## config.mk

```make
export PLATFORM = sky130hd
export DESIGN_NAME = mrra_digit_split
export DESIGN_NICKNAME = d
export VERILOG_FILES = /design/src/design/mrra_pkg.sv /design/src/design/mrra_digit_split.sv
export SDC_FILE = /design/constraint.sdc
export NUM_CORES = 2
export LEC_CHECK = 0
export BUFFER_PORTS_ARGS = -buffer_cell sky130_fd_sc_hd__buf_2
export CAP_MARGIN = 5
export CORE_MARGIN = 2
export CORE_UTILIZATION = 59
export CTS_CLUSTER_DIAMETER = 150
export DETAILED_ROUTE_END_ITERATION = 8
export PLACE_DENSITY = 0.89
export SYNTH_ARGS = -nofsm -noshare
export SYNTH_HDL_FRONTEND = slang
export SYNTH_SLANG_ARGS = --single-unit
```

## constraint.sdc

```tcl
create_clock -name clk -period 10.5 [get_ports clk]
set_input_delay 2.1 -clock clk [delete_from_list [all_inputs] [get_ports clk]]
set_output_delay 2.1 -clock clk [all_outputs]
set_load 0.005 [all_outputs]
```

## src/design/mrra_pkg.sv

```systemverilog
`timescale 1ns / 1ps
`default_nettype none

package mrra_pkg;

	localparam int BATCH_W     = 8;
	localparam int POS_W       = 12;
	localparam int REG_W       = 13;
	localparam int ADDR_W      = 32;
	localparam int IN_W        = BATCH_W + 2 * POS_W;
	localparam int CFG_IDX_W   = 3;
	localparam int RADIX_SLOTS = 3;
	localparam int MAX_RADICES = 3;

	// restoring divider: quotient bits per stage, stages per division
	localparam int DIV_STEPS      = 4;
	localparam int STAGES_PER_DIV = POS_W / DIV_STEPS;
	localparam int SPLIT_STAGES   = RADIX_SLOTS * STAGES_PER_DIV;

	localparam int PROD1_W = POS_W + REG_W;
	localparam int T1_W    = PROD1_W + 1;
	localparam int PROD2_W = T1_W + REG_W;
	localparam int BR_W    = BATCH_W + REG_W;
	localparam int BRC_W   = BR_W + REG_W;
	localparam int PROD3_W = ADDR_W + REG_W;

	localparam logic [CFG_IDX_W-1:0] REG_ROW_COUNT = 3'd0;
	localparam logic [CFG_IDX_W-1:0] REG_COL_COUNT = 3'd1;
	localparam logic [CFG_IDX_W-1:0] REG_X_RADIX_0 = 3'd2;
	localparam logic [CFG_IDX_W-1:0] REG_X_RADIX_1 = 3'd3;
	localparam logic [CFG_IDX_W-1:0] REG_X_RADIX_2 = 3'd4;
	localparam logic [CFG_IDX_W-1:0] REG_Y_RADIX_0 = 3'd5;
	localparam logic [CFG_IDX_W-1:0] REG_Y_RADIX_1 = 3'd6;
	localparam logic [CFG_IDX_W-1:0] REG_Y_RADIX_2 = 3'd7;

	typedef logic [RADIX_SLOTS-1:0][REG_W-1:0] radix_vec_t;
	typedef logic [RADIX_SLOTS-1:0][POS_W-1:0] digit_vec_t;

	typedef struct packed {
		logic [REG_W-1:0] row_count;
		logic [REG_W-1:0] col_count;
		radix_vec_t       x_radix;
		radix_vec_t       y_radix;
	} radix_cfg_t;

	typedef struct packed {
		logic [REG_W-1:0] rem;
		logic [POS_W-1:0] num;
		digit_vec_t       dig;
	} lane_t;

	typedef struct packed {
		logic [BATCH_W-1:0] batch;
		logic               err;
		lane_t              x;
		lane_t              y;
	} split_t;

	typedef struct packed {
		logic [BATCH_W-1:0] batch;
		logic               err;
		digit_vec_t         x_dig;
		digit_vec_t         y_dig;
	} digits_t;

	// zero radix acts as one, slots past the radix limit are fixed at one
	function automatic logic [REG_W-1:0] eff_radix(input logic [REG_W-1:0] value,
			input int slot);
		return (slot < MAX_RADICES && value != '0) ? value : REG_W'(1);
	endfunction

	function automatic lane_t div_steps(input lane_t lane_in, input logic [REG_W-1:0] divisor);
		lane_t          l;
		logic [REG_W:0] trial;
		logic [REG_W:0] diff;
		logic           ge;
		l = lane_in;
		for (int i = 0; i < DIV_STEPS; i++) begin
			trial = {l.rem, l.num[POS_W-1]};
			diff  = trial - {1'b0, divisor};
			ge    = (trial >= {1'b0, divisor});
			l.rem = ge ? diff[REG_W-1:0] : trial[REG_W-1:0];
			l.num = {l.num[POS_W-2:0], ge};
		end
		return l;
	endfunction

endpackage

`default_nettype wire

```

## src/design/mrra_digit_split.sv

```systemverilog
`timescale 1ns / 1ps
`default_nettype none

module mrra_digit_split (
	input  wire logic                         clk,
	input  wire logic                         arst_n,
	input  wire logic                         in_valid,
	output logic                              in_ready,
	input  wire logic [mrra_pkg::BATCH_W-1:0] in_batch,
	input  wire logic [mrra_pkg::POS_W-1:0]   in_row,
	input  wire logic [mrra_pkg::POS_W-1:0]   in_col,
	input  wire mrra_pkg::radix_cfg_t         cfg,
	output logic                              out_valid,
	input  wire logic                         out_ready,
	output mrra_pkg::digits_t                 out
);

	localparam int NS  = mrra_pkg::SPLIT_STAGES;
	localparam int SPD = mrra_pkg::STAGES_PER_DIV;
	localparam int PW  = mrra_pkg::POS_W;

	mrra_pkg::split_t split_s [NS];
	logic             valid_s [NS];
	logic [NS:0]      en;

	assign en[NS]   = out_ready;
	assign in_ready = en[0];

	for (genvar k = 0; k < NS; k++) begin : g_stage
		localparam int J = k / SPD;
		mrra_pkg::split_t cur;
		mrra_pkg::split_t nxt;
		logic             vin;

		if (k == 0) begin : g_head
			always_comb begin
				cur       = '0;
				cur.batch = in_batch;
				cur.err   = ({1'b0, in_row} >= cfg.row_count) ||
				            ({1'b0, in_col} >= cfg.col_count);
				cur.x.num = in_row;
				cur.y.num = in_col;
			end
			assign vin = in_valid;
		end else if ((k % SPD) == 0) begin : g_next_digit
			// remainder of the previous division is a digit, its quotient goes on
			always_comb begin
				cur            = split_s[k-1];
				cur.x.dig[J-1] = split_s[k-1].x.rem[PW-1:0];
				cur.y.dig[J-1] = split_s[k-1].y.rem[PW-1:0];
				cur.x.rem      = '0;
				cur.y.rem      = '0;
			end
			assign vin = valid_s[k-1];
		end else begin : g_body
			assign cur = split_s[k-1];
			assign vin = valid_s[k-1];
		end

		always_comb begin
			nxt   = cur;
			nxt.x = mrra_pkg::div_steps(cur.x, cfg.x_radix[J]);
			nxt.y = mrra_pkg::div_steps(cur.y, cfg.y_radix[J]);
		end

		assign en[k] = ~valid_s[k] | en[k+1];

		always_ff @(posedge clk or negedge arst_n) begin
			if (!arst_n) begin
				valid_s[k] <= 1'b0;
			end else if (en[k]) begin
				valid_s[k] <= vin;
			end
		end

		always_ff @(posedge clk) begin
			if (en[k]) begin
				split_s[k] <= nxt;
			end
		end
	end

	assign out_valid = valid_s[NS-1];

	always_comb begin
		out.batch = split_s[NS-1].batch;
		out.err   = split_s[NS-1].err;
		out.x_dig = split_s[NS-1].x.dig;
		out.y_dig = split_s[NS-1].y.dig;
		out.x_dig[mrra_pkg::RADIX_SLOTS-1] = split_s[NS-1].x.rem[PW-1:0];
		out.y_dig[mrra_pkg::RADIX_SLOTS-1] = split_s[NS-1].y.rem[PW-1:0];
	end

endmodule

`default_nettype wire

```

==> results of run 1 <==
==> timing repair <==
item                       CTS
pin swaps                    5
gates resized for setup     31
setup endpoints to repair   52
gates cloned                 1
buffers inserted            10
==> cells in the mapped netlist (all sizes together), types with 54 or more instances <==
| cell type | count |
|---|---|
| mux2 | 285 |
| mux2i | 114 |
| nor2 | 495 |
| fa | 66 |
| and3 | 67 |
| a221o | 55 |
| nand2b | 117 |
| nand2 | 498 |
| a21boi | 60 |
| o21a | 132 |
| ha | 894 |
| xor2 | 226 |
| o221ai | 72 |
| o21ai | 480 |
| clkbuf | 85 |
| nor3 | 202 |
| edfxtp | 693 |
| nand3 | 149 |
| nor2b | 166 |
| or3 | 57 |
| xnor2 | 368 |
| nand4 | 146 |
| a21o | 208 |
| or2 | 56 |
| inv | 515 |
| a31oi | 54 |
| a21oi | 564 |
==> per-layer routing <==
layer  overflow  track usage (%)
met1          4             65.2
met2         11             78.4
met3         18             60.2
met4          9             61.3
met5          1             45.5
==> stage by stage <==
| step | setup TNS, ps | setup slack (ps) |
|---|---|---|
| 2_1_floorplan | -7620 | -265 |
| 3_3_place_gp | -10120 | -309 |
| 3_5_place_dp | -78770 | -1010 |
| 4_1_cts | 0 | 1.15 |
==> cells by family after synthesis <==
group	after synthesis	synth area share, %
fa+ha+maj	960	17.9
compound gates	2088	19.8
buf+inv	635	3.49
xor+xnor	594	7.45
mux	399	6.24
flops	702	30.1
simple gates	2105	15.0
==> run metrics, run 1 <==
count of boundary I/O pins=223; DPL Wire Length=181000 um; buffers added on ports=222; TritonCTS buffer count=79; fraction of synthesized cell area taken by the top area cell type=29.8%; end pin of the worst setup path after global-route repair=split_s[1][110]$_DFFE_PP_/D; H-tree lvl count=3; number of synthesized flops with an enable pin=693; last stage reached=global routing; portion of the post-synthesis area used by sequential elements=30.1%; syn_area_per_cell=9.33 sq um; status=aborted with a tool error; leftover overflow at the end of global routing=43; pin count of the biggest net entering global routing=80; Mapped Cells=7483; async set-or-reset flop fraction in the synthesized netlist=1.28%; Err=[ERROR GRT-0232] Routing congestion too high. Check the congestion heatmap in the GUI.; post-synthesis sequential element count=702; Syn. warnings=0; number of different library cells in the post-synthesis netlist=108; syn_nets=8583; CTS sink count=702; cell count after placement=10386; die extent in x=348 um; quantity of hold-fixing buffers added after cts=0; Worst EP Category=register data pin; initial cell density of the core=59.3%; commonest register cell after synthesis=edfxtp_1; last weighted congestion value of the routability-driven placer=1.08; Synth area leaders=edfxtp_1 30%, ha_1 16%, xnor2_1 4.6%; placed cell area=83400 sq um; total standard cell area after synthesis=69800 sq um; die height=348 um; library cell used as clock root buffer=clkbuf_16; buffers from clock root to sink, at most=3; number of antenna violations at the first check in global routing=85; biggest area consumer among synthesized cells=edfxtp_1; number of core rows=126; overall routing resource usage=66.8%
==> inputs of run 2 (changes only) <==
- CORE_UTILIZATION: 59 -> 40
- CTS_CLUSTER_DIAMETER: 150 -> unset
- PLACE_DENSITY: 0.89 -> unset
- PLACE_DENSITY_LB_ADDON: unset -> 0.15
- clock period: 10.5 -> 13.7 ns (I/O delays scaled with it)
==> run 2 against run 1 <==
Against the previous run: the flow now finishes without violations; synthesized cell count unchanged; synthesized area unchanged.
==> run metrics, run 2 <==
syn_area_per_cell=9.33 sq um; library cell used as clock root buffer=clkbuf_16; share of post-route cells with drive strength above 1=12.3%; last weighted congestion value of the routability-driven placer=0.937; leftover overflow at the end of global routing=0; share of the clock period used by the worst path after layout=93.5%; Core Box Area=174000 sq um; most frequent cell after synthesis=ha_1; Layout Utilization=44.7%; count of boundary I/O pins=223; number of antenna violations at the first check in global routing=0; maximum frequency from static timing analysis=78.1 MHz; final worst clock skew=43.9 ps; async set-or-reset flop fraction in the synthesized netlist=1.28%; number of different library cells in the post-synthesis netlist=108; TritonCTS buffer count=84; Net count, final=8958; worst max-slew margin expressed relative to the limit=21.4%; H-tree lvl count=3; Setup TNS Final=0 ps; number of DRC markers after the initial detailed-route iteration=3968; buffers added on ports=222; commonest non-fill, non-tap cell in the layout=ha_1; buffers and inverters on the worst path=6; overall routing resource usage=23.1%; number of detailed-route iterations in the first pass=6; dominant cell type by count on the critical path=a21oi_1; fraction of synthesized cell area taken by the top area cell type=29.8%; nature of the critical path startpoint=primary input; drc violations=0; status=finished, final reports clean; die height=422 um; quantity of hold-fixing buffers added after cts=0; kind of path behind the tightest hold check=reg -> reg; CP required=14150 ps; number of core rows=153; top cell family by delay on the critical path=compound AO/OA/AOI/OAI gates; TritonCTS clock tree=built; Synth area leaders=edfxtp_1 30%, ha_1 16%, xnor2_1 4.6%; Worst Max-Slew Pin Slew=1150 ps; average via count per standard cell=5.72; setup repair after global routing missed its margin=false; portion of the post-synthesis area used by sequential elements=30.1%; register clock-pin slew on the reported worst setup and hold paths=60 ps; clock network latency to the later pin of the worst-skew pair=730 ps; Max Fanout on Critical Path=18; number of cells upsized or downsized after cts=0; Critical Path Max Stage Delay=650 ps; hold violation total from the final report=0; type of destination of the critical path=flip-flop; diode count=0; syn_nets=8583; Max stage delay cell, worst path=or3_1; final wirelength=211000 um; Syn. warnings=0; Antenna Violating Nets Remaining=0; max reg flops=693; first-pass GRT wire length=327000 um; register name with the most flops=split_s; total standard cell area after synthesis=69800 sq um; initial cell density of the core=40.2%; final setup fails=0; clock period minus worst slack=12810 ps; arrival time of data at the critical path endpoint=13250 ps; commonest register cell after synthesis=edfxtp_1; start-to-end type of the worst setup path=in -> reg; top cell types by occurrence after synthesis=894 x ha_1, 693 x edfxtp_1, 562 x a21oi_1; Layout fillers=16803; biggest area consumer among synthesized cells=edfxtp_1; Via Count=58601; pin count of the biggest net entering global routing=64; number of synthesized flops with an enable pin=693; die extent in x=422 um; detail-routed net length per standard cell=20.5 um; number of setup buffers added after CTS=0; die area=178000 sq um; Mapped Cells=7483; area added between synthesis and finish=11.2%; CTS sink count=702; reported max-cap violation count=0; fin. max-slew vios=0; buffers from clock root to sink, at most=3; post-synthesis sequential element count=702; top library cells by usage in the layout, fill and taps aside=894 x ha_1, 693 x edfxtp_1, 562 x a21oi_1, 503 x inv_1, 495 x nor2_1; vias in the first global route=57269; DPL Wire Length=165000 um
run 2: cell counts after synthesis:
Identical to the previous run, type by type.
run 2: kinds of logic (layout without fill, tap and decap cells):
| kind of cell | after synthesis | count (layout) | synth area share, % |
|---|---|---|---|
| AND/OR/NAND/NOR | 2105 | 2105 | 15.0 |
| AO/OA/AOI/OAI | 2088 | 2088 | 19.8 |
| adder cells (fa/ha/maj) | 960 | 960 | 17.9 |
| flip-flops | 702 | 702 | 30.1 |
| buffers and inverters | 635 | 1079 | 3.49 |
| XOR/XNOR | 594 | 594 | 7.45 |
| multiplexers | 399 | 399 | 6.24 |
run 2: layer usage:
metal / share of wire, % / wire length (um) / global-route usage (%) / vias to the layer above
li1: - / - / - / 28919
met1: 45 / 94600 / 29.9 / 27996
met2: 48 / 101000 / 40.2 / 1357
met3: 3.8 / 8010 / 2.07 / 329
met4: 3.3 / 6990 / 7.75 / 0
met5: 0 / 0 / 0 / -
run 2: final cells by class:
| type | instances | area [sq um] | area share [%] |
|---|---|---|---|
| clock buffer | 98 | 2190 | 2.83 |
| clock inverter | 57 | 617 | 0.795 |
| inverter | 516 | 1940 | 2.51 |
| multi-input combinational | 6146 | 46400 | 59.8 |
| sequential | 702 | 21000 | 27.1 |
| tap | 2325 | 2910 | 3.75 |
| timing repair buffer | 408 | 2510 | 3.23 |
run 2: final timing paths:
check | startpoint | to | slack, ps | cells after the start
setup / recovery | cfg[1] | split_s[0][318] | 890 | 42
hold / removal | split_s[1][305] | split_s[1][440] | 390 | 0
setup reg to reg | split_s[0][108] | split_s[0][246] | 2720 | 41
hold reg to reg | split_s[1][305] | split_s[1][440] | 390 | 0
max in group asynchronous | arst_n | g_stage[6].vin | 11560 | 1
min in group asynchronous | arst_n | g_stage[1].vin | 1880 | 1
run 2: per-stage QoR:
stage	cell area [sq um]	hold WS, ps	setup slack (ps)	instances
3_5_place_dp	74800	405	278	10097
2_1_floorplan	69800	400	1140	7483
3_3_place_gp	74800	401	363	10097
6_report	77600	389	894	10252
4_1_cts	77600	395	992	10252
5_1_grt	77600	398	67.8	10252
run 2: worst reg2reg max path, delay by kind of cell (launching register included):
kind	cells	cell delay [ps]
adders and majority gates	5	1700
AOI/OAI and AO/OA	19	5100
DFF	1	380
muxes	2	770
buffers and inverters	6	880
and+or+nand+nor	9	1890
Power of run 2 is left out: the tool's default activity adds up to more than one toggle a clock period on the data nets, which glitch-free logic cannot reach.
