File: src/design/mrra_pkg.sv
`timescale 1ns / 1ps
`default_nettype none

package mrra_pkg;

	localparam int BATCH_W     = 8;
	localparam int POS_W       = 12;
	localparam int REG_W       = 13;
	localparam int ADDR_W      = 32;
	localparam int IN_W        = BATCH_W + 2 * POS_W;
	localparam int CFG_IDX_W   = 3;
	localparam int RADIX_SLOTS = 3;
	localparam int MAX_RADICES = 3;

	// restoring divider: quotient bits per stage, stages per division
	localparam int DIV_STEPS      = 4;
	localparam int STAGES_PER_DIV = POS_W / DIV_STEPS;
	localparam int SPLIT_STAGES   = RADIX_SLOTS * STAGES_PER_DIV;

	localparam int PROD1_W = POS_W + REG_W;
	localparam int T1_W    = PROD1_W + 1;
	localparam int PROD2_W = T1_W + REG_W;
	localparam int BR_W    = BATCH_W + REG_W;
	localparam int BRC_W   = BR_W + REG_W;
	localparam int PROD3_W = ADDR_W + REG_W;

	localparam logic [CFG_IDX_W-1:0] REG_ROW_COUNT = 3'd0;
	localparam logic [CFG_IDX_W-1:0] REG_COL_COUNT = 3'd1;
	localparam logic [CFG_IDX_W-1:0] REG_X_RADIX_0 = 3'd2;
	localparam logic [CFG_IDX_W-1:0] REG_X_RADIX_1 = 3'd3;
	localparam logic [CFG_IDX_W-1:0] REG_X_RADIX_2 = 3'd4;
	localparam logic [CFG_IDX_W-1:0] REG_Y_RADIX_0 = 3'd5;
	localparam logic [CFG_IDX_W-1:0] REG_Y_RADIX_1 = 3'd6;
	localparam logic [CFG_IDX_W-1:0] REG_Y_RADIX_2 = 3'd7;

	typedef logic [RADIX_SLOTS-1:0][REG_W-1:0] radix_vec_t;
	typedef logic [RADIX_SLOTS-1:0][POS_W-1:0] digit_vec_t;

	typedef struct packed {
		logic [REG_W-1:0] row_count;
		logic [REG_W-1:0] col_count;
		radix_vec_t       x_radix;
		radix_vec_t       y_radix;
	} radix_cfg_t;

	typedef struct packed {
		logic [REG_W-1:0] rem;
		logic [POS_W-1:0] num;
		digit_vec_t       dig;
	} lane_t;

	typedef struct packed {
		logic [BATCH_W-1:0] batch;
		logic               err;
		lane_t              x;
		lane_t              y;
	} split_t;

	typedef struct packed {
		logic [BATCH_W-1:0] batch;
		logic               err;
		digit_vec_t         x_dig;
		digit_vec_t         y_dig;
	} digits_t;

	// zero radix acts as one, slots past the radix limit are fixed at one
	function automatic logic [REG_W-1:0] eff_radix(input logic [REG_W-1:0] value,
			input int slot);
		return (slot < MAX_RADICES && value != '0) ? value : REG_W'(1);
	endfunction

	function automatic lane_t div_steps(input lane_t lane_in, input logic [REG_W-1:0] divisor);
		lane_t          l;
		logic [REG_W:0] trial;
		logic [REG_W:0] diff;
		logic           ge;
		l = lane_in;
		for (int i = 0; i < DIV_STEPS; i++) begin
			trial = {l.rem, l.num[POS_W-1]};
			diff  = trial - {1'b0, divisor};
			ge    = (trial >= {1'b0, divisor});
			l.rem = ge ? diff[REG_W-1:0] : trial[REG_W-1:0];
			l.num = {l.num[POS_W-2:0], ge};
		end
		return l;
	endfunction

endpackage

`default_nettype wire

File: src/design/mrra_addr_calc.sv
`timescale 1ns / 1ps
`default_nettype none

module mrra_addr_calc (
	input  wire logic                        clk,
	input  wire logic                        arst_n,
	input  wire logic                        in_valid,
	output logic                             in_ready,
	input  wire mrra_pkg::digits_t           in,
	input  wire mrra_pkg::radix_cfg_t        cfg,
	output logic                             out_valid,
	input  wire logic                        out_ready,
	output logic [mrra_pkg::ADDR_W-1:0]      source_index,
	output logic                             range_error
);

	localparam int AW = mrra_pkg::ADDR_W;
	localparam int PW = mrra_pkg::POS_W;

	logic valid_s1, valid_s2, valid_s3, valid_s4;
	logic en1, en2, en3, en4;

	logic [mrra_pkg::T1_W-1:0] tx_s1, ty_s1;
	logic [mrra_pkg::BR_W-1:0] br_s1;
	logic [PW-1:0]             dx2_s1, dy2_s1;
	logic                      err_s1;

	logic [AW-1:0] revx_s2, revy_s2, brc_s2;
	logic          err_s2;

	logic [AW-1:0] a_s3, b_s3;
	logic          err_s3;

	logic [AW-1:0] idx_s4;
	logic          err_s4;

	logic [mrra_pkg::PROD1_W-1:0] px1, py1;
	logic [mrra_pkg::PROD2_W-1:0] px2, py2;
	logic [mrra_pkg::BRC_W-1:0]   pbrc;
	logic [mrra_pkg::PROD3_W-1:0] prx;

	assign en4      = ~valid_s4 | out_ready;
	assign en3      = ~valid_s3 | en4;
	assign en2      = ~valid_s2 | en3;
	assign en1      = ~valid_s1 | en2;
	assign in_ready = en1;

	// first level of the digit recombination: d0*r1 + d1
	assign px1 = in.x_dig[0] * cfg.x_radix[1];
	assign py1 = in.y_dig[0] * cfg.y_radix[1];
	// second level: (..)*r2 + d2, kept modulo 2^32
	assign px2 = tx_s1 * cfg.x_radix[2];
	assign py2 = ty_s1 * cfg.y_radix[2];
	assign pbrc = br_s1 * cfg.col_count;
	assign prx  = revx_s2 * cfg.col_count;

	always_ff @(posedge clk or negedge arst_n) begin
		if (!arst_n) begin
			valid_s1 <= 1'b0;
			valid_s2 <= 1'b0;
			valid_s3 <= 1'b0;
			valid_s4 <= 1'b0;
		end else begin
			if (en1) valid_s1 <= in_valid;
			if (en2) valid_s2 <= valid_s1;
			if (en3) valid_s3 <= valid_s2;
			if (en4) valid_s4 <= valid_s3;
		end
	end

	always_ff @(posedge clk) begin
		if (en1) begin
			tx_s1  <= mrra_pkg::T1_W'(px1) + mrra_pkg::T1_W'(in.x_dig[1]);
			ty_s1  <= mrra_pkg::T1_W'(py1) + mrra_pkg::T1_W'(in.y_dig[1]);
			br_s1  <= in.batch * cfg.row_count;
			dx2_s1 <= in.x_dig[2];
			dy2_s1 <= in.y_dig[2];
			err_s1 <= in.err;
		end
		if (en2) begin
			revx_s2 <= px2[AW-1:0] + AW'(dx2_s1);
			revy_s2 <= py2[AW-1:0] + AW'(dy2_s1);
			brc_s2  <= pbrc[AW-1:0];
			err_s2  <= err_s1;
		end
		if (en3) begin
			a_s3   <= prx[AW-1:0];
			b_s3   <= brc_s2 + revy_s2;
			err_s3 <= err_s2;
		end
		if (en4) begin
			idx_s4 <= err_s3 ? '0 : a_s3 + b_s3;
			err_s4 <= err_s3;
		end
	end

	assign out_valid    = valid_s4;
	assign source_index = idx_s4;
	assign range_error  = err_s4;

endmodule

`default_nettype wire

File: config.mk
export PLATFORM = sky130hd
export DESIGN_NAME = mrra_addr_calc
export DESIGN_NICKNAME = d
export VERILOG_FILES = /design/src/design/mrra_pkg.sv /design/src/design/mrra_addr_calc.sv
export SDC_FILE = /design/constraint.sdc
export NUM_CORES = 2
export LEC_CHECK = 0
export BUFFER_PORTS_ARGS = -buffer_cell sky130_fd_sc_hd__buf_2
export CELL_PAD_IN_SITES_DETAIL_PLACEMENT = 1
export CELL_PAD_IN_SITES_GLOBAL_PLACEMENT = 2
export CORE_UTILIZATION = 40
export DETAILED_ROUTE_END_ITERATION = 10
export GPL_TIMING_DRIVEN = 0
export PLACE_DENSITY_LB_ADDON = 0.25
export SKIP_CTS_REPAIR_TIMING = 1
export SYNTH_ARGS = -nofsm -noshare
export SYNTH_HDL_FRONTEND = slang
export SYNTH_SLANG_ARGS = --single-unit
File: constraint.sdc
create_clock -name clk -period 15 [get_ports clk]
set_input_delay 3 -clock clk [delete_from_list [all_inputs] [get_ports clk]]
set_output_delay 3 -clock clk [all_outputs]
set_load 0.005 [all_outputs]
Yosys cells after proc, flatten, opt, wreduce, memory -nomap -nowiden

Index checks and enable logic that the tools add are counted.
Widths: inputs -> output; s select.

Output and inout bits: 35
Register bits after elaboration: 297

Multipliers: 7
Bitwise gates (word level): 8
Add/subtract/negate cells: 6

Operator list:

| operator       | count |
|---|---|
| $add 32x12->32 | 2 |
| $add 32x32->32 | 2 |
| $mul 26x13->32 | 2 |
| $add 25x12->26 | 2 |
| $mul 12x13->25 | 2 |
| $mul 21x13->32 | 1 |
| $mul 32x13->32 | 1 |
| $mul 8x13->21  | 1 |
| $not 1->1      | 4 |
| $or 1x1->1     | 4 |

Logic depth before layout (Yosys ltp)

Depth in word-level cells: 5
Gate-level depth with buffers: 24
Gate-level depth less buffers: 23

Worst setup path after synthesis

Ideal clock, no wire load.

Path type: input to output
From: in out_ready
To: out in_ready
Data required time: 12.000 ns
Setup slack: 6.007 ns
Data arrival time: 5.993 ns
Stages on the path: 2
Cells stage by stage: nor2b_1 -> nand4_1

Word-level cells in the longest chain between the ends: 4

Ends and longest elaborated chain:

| what        | line                 | RTL |
|---|---|---|
| from (decl) | mrra_addr_calc.sv:12 | `input wire logic out_ready,` |
| $or 1x1->1  | mrra_addr_calc.sv:42 | `assign en4 = ~valid_s4 \| out_ready;` |
| $or 1x1->1  | mrra_addr_calc.sv:43 | `assign en3 = ~valid_s3 \| en4;` |
| $or 1x1->1  | mrra_addr_calc.sv:44 | `assign en2 = ~valid_s2 \| en3;` |
| $or 1x1->1  | mrra_addr_calc.sv:45 | `assign en1 = ~valid_s1 \| en2;` |
| to (decl)   | mrra_addr_calc.sv:8  | `output logic in_ready,` |

No other way between the ends.

Worst setup path after layout

From: in cfg[84] in the netlist's numbering
To: reg a_s3[31], data pin

Word-level cells in the longest chain between the ends: 1

Ends and longest elaborated chain:

| what                 | line                 | RTL |
|---|---|---|
| from (decl)          | mrra_addr_calc.sv:10 | `input wire mrra_pkg::radix_cfg_t cfg,` |
| $mul 32x13->32       | mrra_addr_calc.sv:55 | `assign prx = revx_s2 * cfg.col_count;` |
| via prx (one bit)    | mrra_addr_calc.sv:40 | `logic [mrra_pkg::PROD3_W-1:0] prx;` |
| to (signal assigned) | mrra_addr_calc.sv:87 | `a_s3 <= prx[AW-1:0];` |
| to (decl)            | mrra_addr_calc.sv:31 | `logic [AW-1:0] a_s3, b_s3;` |

The timed path passes the listed nets, and every way through them passes these cells.
A chain may end at the register's enable or synchronous reset.

==> out/results.txt <==
Global-route wire length before repair -> 305000 microns
Nets -> 9105
GPL Wtd Cong -> 0.895
Worst Setup End Kind -> register
EDFF count, synth -> 293
Setup TNS -> 0 ns
DR pass1 iterations -> 5
Crit-path most repeated cell -> fa_1
Synthesized netlist cell count -> 6851
Top Ports -> 224
Place WS -> 4.23 ns
Total routed wirelength -> 194000 microns
Worst Hold Class -> register to register
FFs w/ async S/R, synth -> 1.35%
Final Max Slew Viols -> 0
Via count -> 46799
Residual DRC -> 0
Initial antenna violation count -> 13
F_max -> 96.5 MHz
Remaining Overflow, GRT -> 0
Clk buf depth -> 3
Cell chain of the critical path -> buf_2 -> clkbuf_1 -> clkbuf_1 -> nand2_1 -> fa_1 -> fa_1 -> inv_1 -> fa_1 -> fa_1 -> inv_1 -> fa_1 -> inv_1 -> ha_1 -> or2_1 -> a211o_1 -> a21oi_1 -> o21ai_1 -> o41ai_2 -> o211ai_1 -> a31o_1 -> a21oi_1 -> xnor2_1
Clock Pin Slew Worst Setup and Hold Paths -> 0.06 ns
P&R area growth vs syn -> 7.90%
Max_cap viols -> 0
Post-synthesis register bit count -> 297
Die area -> 0.163 sq mm
TritonCTS clock tree -> done
Netlist cell types -> 81
Worst Path Max Fanout -> 10
Vias per cell -> 5.05
CP startpoint kind -> input pin
Post-synthesis sequential area ratio -> 13.8%
Dpl hpwl -> 165000 microns
CTS sink count -> 297
Post-route cell area -> 0.0695 sq mm
Overall Global Routing Usage -> 24.4%
CP Buf/Inv Count -> 6
Routed length per placed instance -> 21.0 microns
Cell Area, Synth -> 0.0645 sq mm
Die span in x -> 403 microns
Worst slew pin tran -> 1.30 ns
RSZ-0062 raised after global routing -> no
Crit path time final -> 10.37 ns
Die H -> 403 microns
Number of cell rows -> 146
Synthesized net count -> 8867
Critical Path AT -> 10.70 ns
Relative slew slack -> 13.3%
Crit-path max cell delay -> 1.00 ns
Clk_lat worst skew -> 0.65 ns
Placed cell area -> 0.0682 sq mm
Layout cells sized above 1 -> 4.11%
Final Hold Viols -> 0
Crit path max-delay family -> adder cells
CP max-delay cell -> clkbuf_1
Layout Skew -> 0.0458 ns
Status -> complete, no violations
Hold Slack -> 0.451 ns
Syn. warnings -> 0
DRT iter0 DRCs -> 2289
Port-buffer cells -> 186
Core area -> 0.159 sq mm
Worst Path Required -> 15.34 ns
Synth Flop Type -> edfxtp_1
Clock root buffer -> clkbuf_16
CTS buffer count -> 42
Routed Antenna Nets -> 0
CTS H-Tree Depth -> 2
Setup WS post-layout -> 4.63 ns
Number of global-route vias before repair -> 52847
WS Path Type -> input pin to register
Fin crit share -> 69.1%
Pin count of the biggest net entering global routing -> 67
Syn avg cell area -> 9.41 sq um
Endpoints failing setup -> 0
Initial core utilization -> 40.5%
==> Yosys cell counts (all sizes together), types with 9 or more instances <==
cell type  count  share of area (%)
o21bai        22               0.26
o21ai         94               0.74
o211ai        17               0.23
xor2          65               0.88
a31oi         24               0.28
inv         1457                8.5
a211oi        23               0.27
nor3          42               0.33
nand2       1060                6.2
a21o          83               0.97
or2           13               0.13
ha           544                 11
nor2         155               0.90
clkbuf       284                1.7
a21oi        173                1.3
and3          20               0.19
nand4          9              0.087
and2         716                6.9
o21a          31               0.36
xnor2        187                2.5
nor2b         22               0.21
or3           10              0.097
a211o          9               0.12
nand3         41               0.32
nand2b        31               0.30
edfxtp       293                 14
fa          1283                 40
==> path summary, 6_finish.rpt <==
kind,start,to,slack [ns],cells past startpoint
min in group asynchronous,arst_n,valid_s3,2.17,1
max reg2reg,ty_s1[6],revy_s2[28],7.72,24
min reg2reg,err_s1,err_s2,0.45,0
max in group asynchronous,arst_n,valid_s1,12.70,1
max,cfg[84],a_s3[31],4.63,22
min,err_s1,err_s2,0.45,0
==> per-stage QoR <==
step,instances,util (%)
after floorplan,6851,-
after global placement,9183,42.8
after detailed placement,9191,42.9
after CTS,9268,43.7
after global routing,9271,43.7
final,9271,43.7
==> sequential cells by signal, summed over array words and instances (netlist names), 12 cells and up <==
name and cells:
b_s3 32, source_index 32, revx_s2 32, a_s3 32, brc_s2 32, ty_s1 26, dy2_s1 12, br_s1 21
dx2_s1 12, tx_s1 26, revy_s2 32
==> per-layer routing <==
metal  track usage [%]  vias up  wire, microns
li1                  -    21245              -
met1              31.4    24349          83800
met2              42.9      927          95800
met3              2.43      276           7530
met4              8.02        2           7200
met5                 0        -             13
==> placed cells by master, fill, tap and decap left out, types with 31 or more instances in the layout <==
master and count:
xor2_1 65, a21o_1 83, o21ai_1 32, clkbuf_1 287
nor2_1 155, ha_1 544, a21oi_1 172, xnor2_1 187
nand3_1 40, inv_1 1457, nand2b_1 31, buf_2 186
o21a_1 31, nor3_1 42, nand2_1 1059, o21ai_0 60
edfxtp_1 293, and2_1 716, fa_1 1283, clkbuf_16 42
==> cell families (layout without fill, tap and decap cells) <==
family / count (synthesis) / in the layout / synth area share [%]
adder cells (fa/ha/maj): 1827 / 1827 / 50.4
XOR/XNOR: 252 / 252 / 3.42
multiplexers: 5 / 5 / 0.0815
AO/OA/AOI/OAI: 571 / 571 / 5.97
other: 0 / 3 / 0
buffers and inverters: 1741 / 2012 / 10.1
AND/OR/NAND/NOR: 2158 / 2158 / 16.2
flip-flops: 297 / 297 / 13.8
==> layout make-up <==
type | instances | area, sq um
fillers | 18480 | 89600
clock buffers | 45 | 1060
inverters | 1457 | 5470
diodes | 3 | 7.51
repair buffers | 194 | 1060
multi-input cells | 4813 | 49000
flip-flops and latches | 297 | 8900
plain buffers | 284 | 1070
well taps | 2146 | 2690
clock inverters | 32 | 256
Power is left out: the tool's default activity adds up to more than one toggle a clock period on the data nets, which glitch-free logic cannot reach.
